## src/rtl/core/pss_pkg.sv

```systemverilog
// shared types and constants of the port session statistics table
// no dependencies
package pss_pkg;

  localparam int unsigned PORTS = 1024;
  localparam int unsigned IDX_W = $clog2(PORTS);
  localparam int unsigned PTR_W = $clog2(PORTS + 1);
  localparam int unsigned CFG_W = 11;
  localparam int unsigned CNT_W = 11;
  localparam logic [CFG_W-1:0] MAX_PORTS_RST = CFG_W'(1024);

  typedef enum logic [1:0] {
    OP_START = 2'd0,
    OP_STOP  = 2'd1,
    OP_ALIVE = 2'd2,
    OP_OTHER = 2'd3
  } pss_op_e;

  typedef enum logic [1:0] {
    STS_UPDATED = 2'd0,
    STS_IGNORED = 2'd1,
    STS_FULL    = 2'd2
  } pss_status_e;

  typedef struct packed {
    logic        active;
    logic        start_valid;
    logic [31:0] sessions;
    logic [31:0] ref_time;
    logic [31:0] idle_sum;
    logic [31:0] inuse_sum;
    logic [31:0] longest_idle;
    logic [31:0] longest_sess;
  } pss_stats_t;

  typedef struct packed {
    logic load;
    logic scan_start;
    logic scan_run;
    logic take_hit;
    logic take_append;
    logic set_ignored;
    logic set_full;
    logic commit;
  } pss_cmd_t;

  typedef struct packed {
    logic addr_zero;
    logic hit;
    logic scan_done;
    logic room;
    logic out_free;
  } pss_sts_t;

endpackage

```

## src/rtl/core/pss_ctrl.sv

```systemverilog
// controller state machine of the port session statistics table
// depends on pss_pkg
module pss_ctrl (
  input  logic              clk_i,
  input  logic              rst_ni,
  input  logic              in_valid_i,
  output logic              in_stall_o,
  input  pss_pkg::pss_sts_t sts_i,
  output pss_pkg::pss_cmd_t cmd_o
);
  import pss_pkg::*;

  typedef enum logic [3:0] {
    ST_IDLE   = 4'b0001,
    ST_SCAN   = 4'b0010,
    ST_FETCH  = 4'b0100,
    ST_UPDATE = 4'b1000
  } pss_state_e;

  pss_state_e state_q, state_d;

  assign in_stall_o = (state_q != ST_IDLE);

  // next state and commands
  always_comb begin
    state_d = state_q;
    cmd_o   = '0;
    case (state_q)
      ST_IDLE: begin
        if (in_valid_i) begin
          cmd_o.load = 1'b1;
          if (sts_i.addr_zero) begin
            cmd_o.set_ignored = 1'b1;
            state_d = ST_UPDATE;
          end else begin
            cmd_o.scan_start = 1'b1;
            state_d = ST_SCAN;
          end
        end
      end
      ST_SCAN: begin
        cmd_o.scan_run = 1'b1;
        if (sts_i.hit) begin
          cmd_o.take_hit = 1'b1;
          state_d = ST_FETCH;
        end else if (sts_i.scan_done) begin
          if (sts_i.room) begin
            cmd_o.take_append = 1'b1;
            state_d = ST_FETCH;
          end else begin
            cmd_o.set_full = 1'b1;
            state_d = ST_UPDATE;
          end
        end
      end
      ST_FETCH: begin
        state_d = ST_UPDATE;
      end
      ST_UPDATE: begin
        if (sts_i.out_free) begin
          cmd_o.commit = 1'b1;
          state_d = ST_IDLE;
        end
      end
      default: begin
        state_d = ST_IDLE;
      end
    endcase
  end

  // state register
  always_ff @(posedge clk_i or negedge rst_ni) begin
    if (!rst_ni) begin
      state_q <= ST_IDLE;
    end else begin
      state_q <= state_d;
    end
  end

endmodule

```

## config.mk

```make
export PLATFORM = sky130hd
export DESIGN_NAME = pss_ctrl
export DESIGN_NICKNAME = d
export VERILOG_FILES = /design/src/rtl/core/pss_pkg.sv /design/src/rtl/core/pss_ctrl.sv
export SDC_FILE = /design/constraint.sdc
export NUM_CORES = 1
export LEC_CHECK = 0
export BUFFER_PORTS_ARGS = -buffer_cell sky130_fd_sc_hd__buf_2
export CORE_AREA = 3 3 40 42
export CTS_CLUSTER_DIAMETER = 80
export DETAILED_ROUTE_END_ITERATION = 6
export DIE_AREA = 0 0 43 45
export GPL_TIMING_DRIVEN = 0
export PLACE_DENSITY = 0.49
export SYNTH_ARGS = -nofsm -noshare
export SYNTH_HDL_FRONTEND = slang
export SYNTH_SLANG_ARGS = --single-unit
```

## constraint.sdc

```tcl
create_clock -name clk_i -period 3.8 [get_ports clk_i]
set_input_delay 0.38 -clock clk_i [delete_from_list [all_inputs] [get_ports clk_i]]
set_output_delay 0.38 -clock clk_i [all_outputs]
set_load 0.05 [all_outputs]
```

== Word level (Yosys, flattened, before mapping) ==
Cells that the tools add are included.
Cells by class
  equality and inequality tests: 8
  muxes and demuxes: 24
  reduce and logical (&&, ||, !) cells: 1
Operator list (number)
  $mux W4: 6
  $pmux W4 S4: 1
  $mux W1: 14
  $eq A4 B1 Y1 const B: 1
  $eq A4 B2 Y1 const B: 1
  $eq A4 B3 Y1 const B: 1
  $eq A4 B4 Y1 const B: 1
  $mux W2: 2
  $ne A2 B2 Y1 const B: 2
  $ne A4 B1 Y1 const B: 1
  $mux W3: 1
  $ne A3 B3 Y1 const B: 1
  $reduce_and A3 Y1: 1
Storage, ports and cells
  flip-flop bits (word level): 4
  output and inout bits: 9

== Longest topological paths before layout ==
Gate-level depths: netlist (run 1).
  depth after elaboration: 4
  gate-level depth with buffers: 4
  mapped depth without buffers: 4

== Least setup slack after synthesis (run 1) ==
OpenSTA, ideal clock, no wires.
  path type: flip-flop to output port
  from: reg state_q[3]
  to: out cmd_o[1] (netlist bit)
  data arrival time: 2.334 ns
  slack: 1.086 ns
  stages on the path, launching flop included: 4
  cell sequence: dfrtp_1 > nor2_2 > nand3b_4 > nor4b_1
RTL lines
  from (decl): line pss_ctrl.sv:20  | pss_state_e state_q, state_d;
  from (signal assigned): line pss_ctrl.sv:76  | state_q <= state_d;
  to (decl): line pss_ctrl.sv:9  | output pss_pkg::pss_cmd_t cmd_o

==> PnR_summary.wiki, run 1 <==
{| class="wikitable"
! Metric !! Value
|-
| Run status || finished, final reports clean
|-
| Cell taking the most area after synthesis || sky130_fd_sc_hd__dfrtp_1
|-
| Worst Skew || approximately 0.0044 ns
|-
| Max Buffers Root-to-Sink || 2
|-
| Area added between synthesis and finish || 42.7%
|-
| 1st-iter DRT viols || 1
|-
| Class of the tightest hold or removal check || primary input to register
|-
| DRC violation count after routing || 0
|-
| Starting utilization of the core area || 0.246
|-
| Flip-flop and latch count after synthesis || 4
|-
| Quantity of I/O buffers inserted on ports || 16
|-
| Core Rows || 13
|-
| Setup_tns || 0 ns
|-
| Pin count of the biggest net entering global routing || 8
|-
| Buffer type at the clock tree root || sky130_fd_sc_hd__clkbuf_4
|-
| Number of nets with antenna violations after routing || 0
|-
| TritonCTS clock tree || done
|-
| Synthesis warning total || 0
|-
| Share of layout cells above drive strength 1 || 0.411
|-
| Required time at the worst-slack endpoint || 3.42 ns
|-
| Critical Path AT || roughly 1.6 ns
|-
| Number of global-route vias before repair || 287
|-
| Hold violation count in the final report || 0
|-
| Top cells by count, synth || sky130_fd_sc_hd__nor2_1, sky130_fd_sc_hd__dfrtp_1, sky130_fd_sc_hd__inv_1
|-
| Post_cts resized || 0
|-
| Final critical-path required period || 2.02 ns
|-
| Antenna violations before repair || 0
|-
| Critical Path Fanout Max || 7
|-
| Total Routed Length || roughly 720 um
|-
| Final Power || roughly 0.34 mW
|-
| Cell count after synthesis || 35
|-
| Register with the highest flop count || state_q
|-
| Sink Count || 4
|-
| Largest regs || state_q x4
|-
| Achievable frequency || 495 MHz
|-
| Setup crit end kind || output port
|-
| Syn_area_per_cell || 9.04 um2
|-
| Post-synth top area share || 0.237
|-
| Drt wl/cell || ~10 um
|-
| Classification of the worst setup path || register to output port
|-
| Final setup violation count || 0
|-
| Pleak || 0.247 nW
|-
| Unrepaired setup endpoints after global routing || no
|-
| Max-slew headroom || 0.726
|-
| Startpoint types || register
|-
| Share of the yosys chip area belonging to registers || 0.320
|-
| Vertical die dimension || 45 um
|-
| Clock-pin slew reported for the worst setup and hold paths after clock tree synthesis || ~0.040 ns
|-
| Final nets || 65
|-
| Crit share post-route || 0.532
|-
| Number of placed I/O pins || 17
|-
| Die W || 43 um
|-
| Length of the first detailed-routing pass in iterations || 3
|-
| All-Layer GR Usage || 0.0827
|-
| IR Drop Worst-Case VDD || around 0.00021 V
|-
| Routed via count || 319
|-
| Main area contributors after synthesis || sky130_fd_sc_hd__dfrtp_1, sky130_fd_sc_hd__dfstp_2, sky130_fd_sc_hd__and4b_1
|-
| Fraction of synthesis flops using an asynchronous set or reset pin || 1.00
|-
| Number of max-capacitance violations reported || 0
|-
| Number of library cell types mapped by synthesis || 24
|-
| Total setup buffers inserted after CTS || 0
|-
| Global-route wire length before repair || 1170 um
|-
| Slew @ Worst Pin || 0.405 ns
|-
| Leading register cell type out of synthesis || sky130_fd_sc_hd__dfrtp_1
|-
| Most common cell in the netlist || sky130_fd_sc_hd__nor2_1
|-
| Number of vias per cell after detailed routing || 4.49
|-
| Grt ovf || 0
|-
| Largest register FFs || 4
|-
| H-tree depth || 1
|-
| DIE AREA || about 1900 um2
|-
| Number of flops mapped to enable cells by yosys || 0
|-
| Source-to-sink clock delay at the later pin of the worst-skew pair || about 0.24 ns
|-
| Post-layout util || 0.352
|-
| Final Max Tran Viols || 0
|-
| Floorplan Core Area || 1280 um2
|-
| Power Density || 749 nW/um2
|-
| Antenna Diode Count || 0
|-
| Placer's final routability congestion estimate || a little under 0.7
|-
| Net count after synthesis || 43
|-
| Netlist area before placement || about 320 um2
|-
| Number of buffers inserted during clock tree synthesis || 3
|-
| Sum of net half-perimeters after detailed placement || about 580 um
|}
## routing by layer
metal / GRT usage / wire length, um / up-vias
li1: - / - / 172
met1: 0.0998 / 337 / 136
met2: 0.129 / 336 / 11
met3: 0.0239 / 49 / 0
met4: 0.0542 / 0 / 0
met5: 0 / 0 / -
## final timing paths
path / startpoint / endpoint / slack (ns) / cells past startpoint
max reg2reg: state_q[2]$_DFFE_PN0P_ / state_q[3]$_DFFE_PN0P_ / 2.39 / 4
min: sts_i[4] / state_q[1]$_DFFE_PN0P_ / 0.37 / 2
min reg2reg: state_q[3]$_DFFE_PN0P_ / state_q[0]$_DFFE_PN1P_ / 0.67 / 2
min in group asynchronous: rst_ni / state_q[2]$_DFFE_PN0P_ / 0.47 / 2
max: state_q[0]$_DFFE_PN1P_ / cmd_o[6] / 1.78 / 4
max in group asynchronous: rst_ni / state_q[0]$_DFFE_PN1P_ / 3.13 / 2
## report_power, final
group	internal, mW	leakage [nW]	switching, mW
Clock	0.0396	0.0150	0.0201
Sequential	0.0612	0.0510	0.0255
Combinational	0.0682	0.181	0.124
Total	0.169	0.247	0.169
## critical path, cell delays in order, from the launching register on
cell,delay (ns)
sky130_fd_sc_hd__dfstp_2,0.57
sky130_fd_sc_hd__nor4b_2,0.33
sky130_fd_sc_hd__nand2_1,0.14
sky130_fd_sc_hd__nor2_1,0.09
sky130_fd_sc_hd__buf_2,0.26
## cells in the final DEF (no fill, tap or decap), types with 2 or more instances in the layout
| cell | count |
|---|---|
| sky130_fd_sc_hd__inv_1 | 3 |
| sky130_fd_sc_hd__nor2_1 | 4 |
| sky130_fd_sc_hd__o21ai_0 | 2 |
| sky130_fd_sc_hd__clkbuf_4 | 3 |
| sky130_fd_sc_hd__and4b_1 | 2 |
| sky130_fd_sc_hd__o31ai_1 | 2 |
| sky130_fd_sc_hd__buf_2 | 16 |
| sky130_fd_sc_hd__nand2b_1 | 2 |
| sky130_fd_sc_hd__dfrtp_1 | 3 |
## kinds of logic (layout without fill, tap and decap cells)
family | after synthesis | after routing | share of synthesized area
AOI/OAI and AO/OA | 8 | 8 | 0.166
buffers and inverters | 3 | 24 | 0.0356
DFF | 4 | 4 | 0.320
and+or+nand+nor | 19 | 19 | 0.451
xor gates and xnor gates | 1 | 1 | 0.0277
## stage by stage
stage	setup slack (ns)	area, um2	hold WS (ns)	std cells
2_1_floorplan	1.09	317	0.0844	35
3_3_place_gp	1.99	415	0.185	66
3_5_place_dp	2.02	415	0.187	66
4_1_cts	1.76	452	0.367	71
5_1_grt	1.65	452	0.391	71
6_report	1.78	452	0.368	71
## repair_timing
item | in CTS | in global routing
setup endpoints to repair | 0 | 0
endpoints found under the hold margin | 3 | 0
hold buffers | 1 | 0
## cell type report
cell class / count / area [um2]
inverters: 3 / 11.3
well taps: 15 / 18.8
repair buffers: 17 / 90.1
flip-flops and latches: 4 / 101
multi-input cells: 28 / 204
fillers: 151 / 833
clock buffers: 4 / 26.3
Note: power is estimated with default switching activity, not from simulation.
==> run 2: changes to the inputs <==
--- a/config.mk
+++ b/config.mk
@@ -11,7 +11,7 @@
 export DETAILED_ROUTE_END_ITERATION = 6
 export DIE_AREA = 0 0 43 45
 export GPL_TIMING_DRIVEN = 0
-export PLACE_DENSITY = 0.49
+export PLACE_DENSITY = 0.51
 export SYNTH_ARGS = -nofsm -noshare
 export SYNTH_HDL_FRONTEND = slang
 export SYNTH_SLANG_ARGS = --single-unit
==> constraint.sdc (replaced) <==
create_clock -name clk_i -period 1.7 [get_ports clk_i]
set_input_delay 0.17 -clock clk_i [delete_from_list [all_inputs] [get_ports clk_i]]
set_output_delay 0.17 -clock clk_i [all_outputs]
set_load 0.05 [all_outputs]
==> PnR_summary.wiki, run 2 (same netlist as run 1, synthesis figures left out) <==
{| class="wikitable"
! Metric !! Value
|-
| Worst setup path start || state_q[0]$_DFFE_PN1P_
|-
| Sink Count || 4 (unchanged)
|-
| Number of nets with antenna violations after routing || 0 (unchanged)
|-
| Number of cells on the worst hold path || 2 (unchanged)
|-
| Max Buffers Root-to-Sink || 2 (unchanged)
|-
| Final nets || 67 (+3.1%)
|-
| TritonCTS clock tree || done
|-
| Largest register FFs || 4 (unchanged)
|-
| Grt ovf || 0 (unchanged)
|-
| Clock-pin slew reported for the worst setup and hold paths after clock tree synthesis || 0.04 ns (about the same)
|-
| Final setup violation count || 0 (unchanged)
|-
| Number of buffers inserted during clock tree synthesis || 3 (unchanged)
|-
| Share of layout cells above drive strength 1 || 0.552 (+0.141)
|-
| Number of max-capacitance violations reported || 0 (unchanged)
|-
| Buffer type at the clock tree root || sky130_fd_sc_hd__clkbuf_4
|-
| Final Power || 0.868 mW (+160%)
|-
| Class of the tightest hold or removal check || primary input to register
|-
| Setup_tns || 0 ns (unchanged)
|-
| Register with the highest flop count || state_q
|-
| IR Drop Worst-Case VDD || 0.000524 V (+150%)
|-
| Starting utilization of the core area || 0.246 (unchanged)
|-
| Total Routed Length || 785 um (+8.4%)
|-
| DIE AREA || 1940 um2 (unchanged)
|-
| Final Max Tran Viols || 0 (unchanged)
|-
| Layout filler cell count || 136 (-9.9%)
|-
| Hold violation count in the final report || 0 (unchanged)
|-
| Global-route wire length before repair || 1390 um (+19%)
|-
| Length of the first detailed-routing pass in iterations || 2 (-1)
|-
| Sum of net half-perimeters after detailed placement || 590 um (+2.0%)
|-
| Achievable frequency || roughly 610 MHz
|-
| Worst Skew || 0.00855 ns (+0.00417 ns)
|-
| Source-to-sink clock delay at the later pin of the worst-skew pair || 0.24 ns (about the same)
|-
| Number of global-route vias before repair || 351 (+22%)
|-
| Routed via count || 357 (+12%)
|-
| Setup crit end kind || output port
|-
| Run status || finished, final reports clean
|-
| H-tree depth || 1 (unchanged)
|-
| Sequential cell area || 104 um2 (+2.5%)
|-
| Number of vias per cell after detailed routing || 4.89 (+8.8%)
|-
| 1st-iter DRT viols || 5 (+4)
|-
| Largest regs || state_q x4
|-
| Antenna violations before repair || 0 (unchanged)
|-
| Power Density || 1630 nW/um2 (+120%)
|-
| Post-layout util || 0.415 (+0.0633)
|-
| Core Rows || 13 (unchanged)
|-
| Area added between synthesis and finish || 68.4%
|-
| Floorplan Core Area || 1280 um2 (unchanged)
|-
| Unrepaired setup endpoints after global routing || yes
|-
| Number of placed I/O pins || 17 (unchanged)
|-
| Final critical-path required period || 1.65 ns
|-
| Top library cells by usage in the layout, fill and taps aside || sky130_fd_sc_hd__buf_2, sky130_fd_sc_hd__buf_6, sky130_fd_sc_hd__clkbuf_4, sky130_fd_sc_hd__nor2_1
|-
| Crit share post-route || 0.968
|-
| Min-delay src || sts_i[4]
|-
| Pleak || 0.269 nW (+8.6%)
|-
| Placer's final routability congestion estimate || 0.704 (+4.5%)
|-
| Quantity of I/O buffers inserted on ports || 16 (unchanged)
|-
| Drt wl/cell || 10.8 um (+5.5%)
|-
| Vertical die dimension || 45 um (unchanged)
|-
| Pin count of the biggest net entering global routing || 8 (unchanged)
|-
| Die W || 43 um (unchanged)
|-
| Startpoint types || register
|-
| Required time at the worst-slack endpoint || 1.53 ns (-1.89 ns)
|-
| Antenna Diode Count || 0 (unchanged)
|-
| All-Layer GR Usage || 0.101 (+0.0185)
|-
| Slew @ Worst Pin || 0.401 ns (-0.00363 ns)
|-
| Worst Reg2Reg Path Length in Cells || 4 (unchanged)
|-
| Most common cell after layout, fill and taps aside || sky130_fd_sc_hd__buf_2
|-
| Critical Path Fanout Max || 6 (-1)
|-
| Reg-to-reg startpoint || state_q[3]$_DFFE_PN0P_
|-
| Max-slew headroom || 0.729 (+0.00245)
|-
| Area of the multi-input gates || 234 um2 (+15%)
|-
| Classification of the worst setup path || register to output port
|-
| DRC violation count after routing || 0 (unchanged)
|-
| Critical Path AT || 1.48 ns (-0.16 ns)
|}
## run 2: worst max-delay path, cell delays in order (launching register included)
cell and delay [ns]:
sky130_fd_sc_hd__dfstp_2 0.57, sky130_fd_sc_hd__nor4b_4 0.28, sky130_fd_sc_hd__nand2_2 0.11, sky130_fd_sc_hd__nor2_2 0.11, sky130_fd_sc_hd__buf_6 0.16
## run 2: area by class of cell
cell class	count	share of cell area
Clock buffer	4	0.0493
Inverter	3	0.0211
Multi-Input combinational cell	28	0.439
Sequential cell	4	0.195
Tap cell	15	0.0352
Timing Repair Buffer	19	0.261
## run 2: final timing paths
kind | to | slack [ns]
max | cmd_o[6] | 0.05
min | state_q[1]$_DFFE_PN0P_ | 0.16
max reg2reg | state_q[3]$_DFFE_PN0P_ | 0.27
min reg2reg | state_q[1]$_DFFE_PN0P_ | 0.68
max in group asynchronous | state_q[0]$_DFFE_PN1P_ | 1.24
min in group asynchronous | state_q[1]$_DFFE_PN0P_ | 0.25
## run 2: what timing repair did
action,CTS,global route
cloned,0,0
hold buffers,1,0
setup endpoints to repair,5,6
endpoints found under the hold margin,4,0
resized for setup,7,9
pin swaps,0,2
buffers inserted,0,2
## run 2: metal layers
layer / track usage / share of wire / up-vias
met5: 0 / 0 / -
met4: 0.108 / 0.027 / 0
met3: 0.0279 / 0.069 / 4
met2: 0.165 / 0.50 / 12
met1: 0.100 / 0.40 / 166
li1: - / - / 175
## run 2: metrics by stage
step / cells / setup slack (ns) / hold WS (ns) / instance area [um2]
floorplan: 35 / 0.000881 / -0.126 / 335
global placement: 66 / 0.0980 / -0.0260 / 434
detailed placement: 66 / 0.111 / -0.0242 / 434
CTS: 71 / -0.0161 / 0.164 / 493
global route: 73 / -0.0528 / 0.168 / 533
finish: 73 / 0.0545 / 0.163 / 533
## run 2: where the power goes
part           internal [mW]  switching [mW]
clock network         0.0884          0.0448
logic                  0.230           0.304
registers              0.140          0.0614
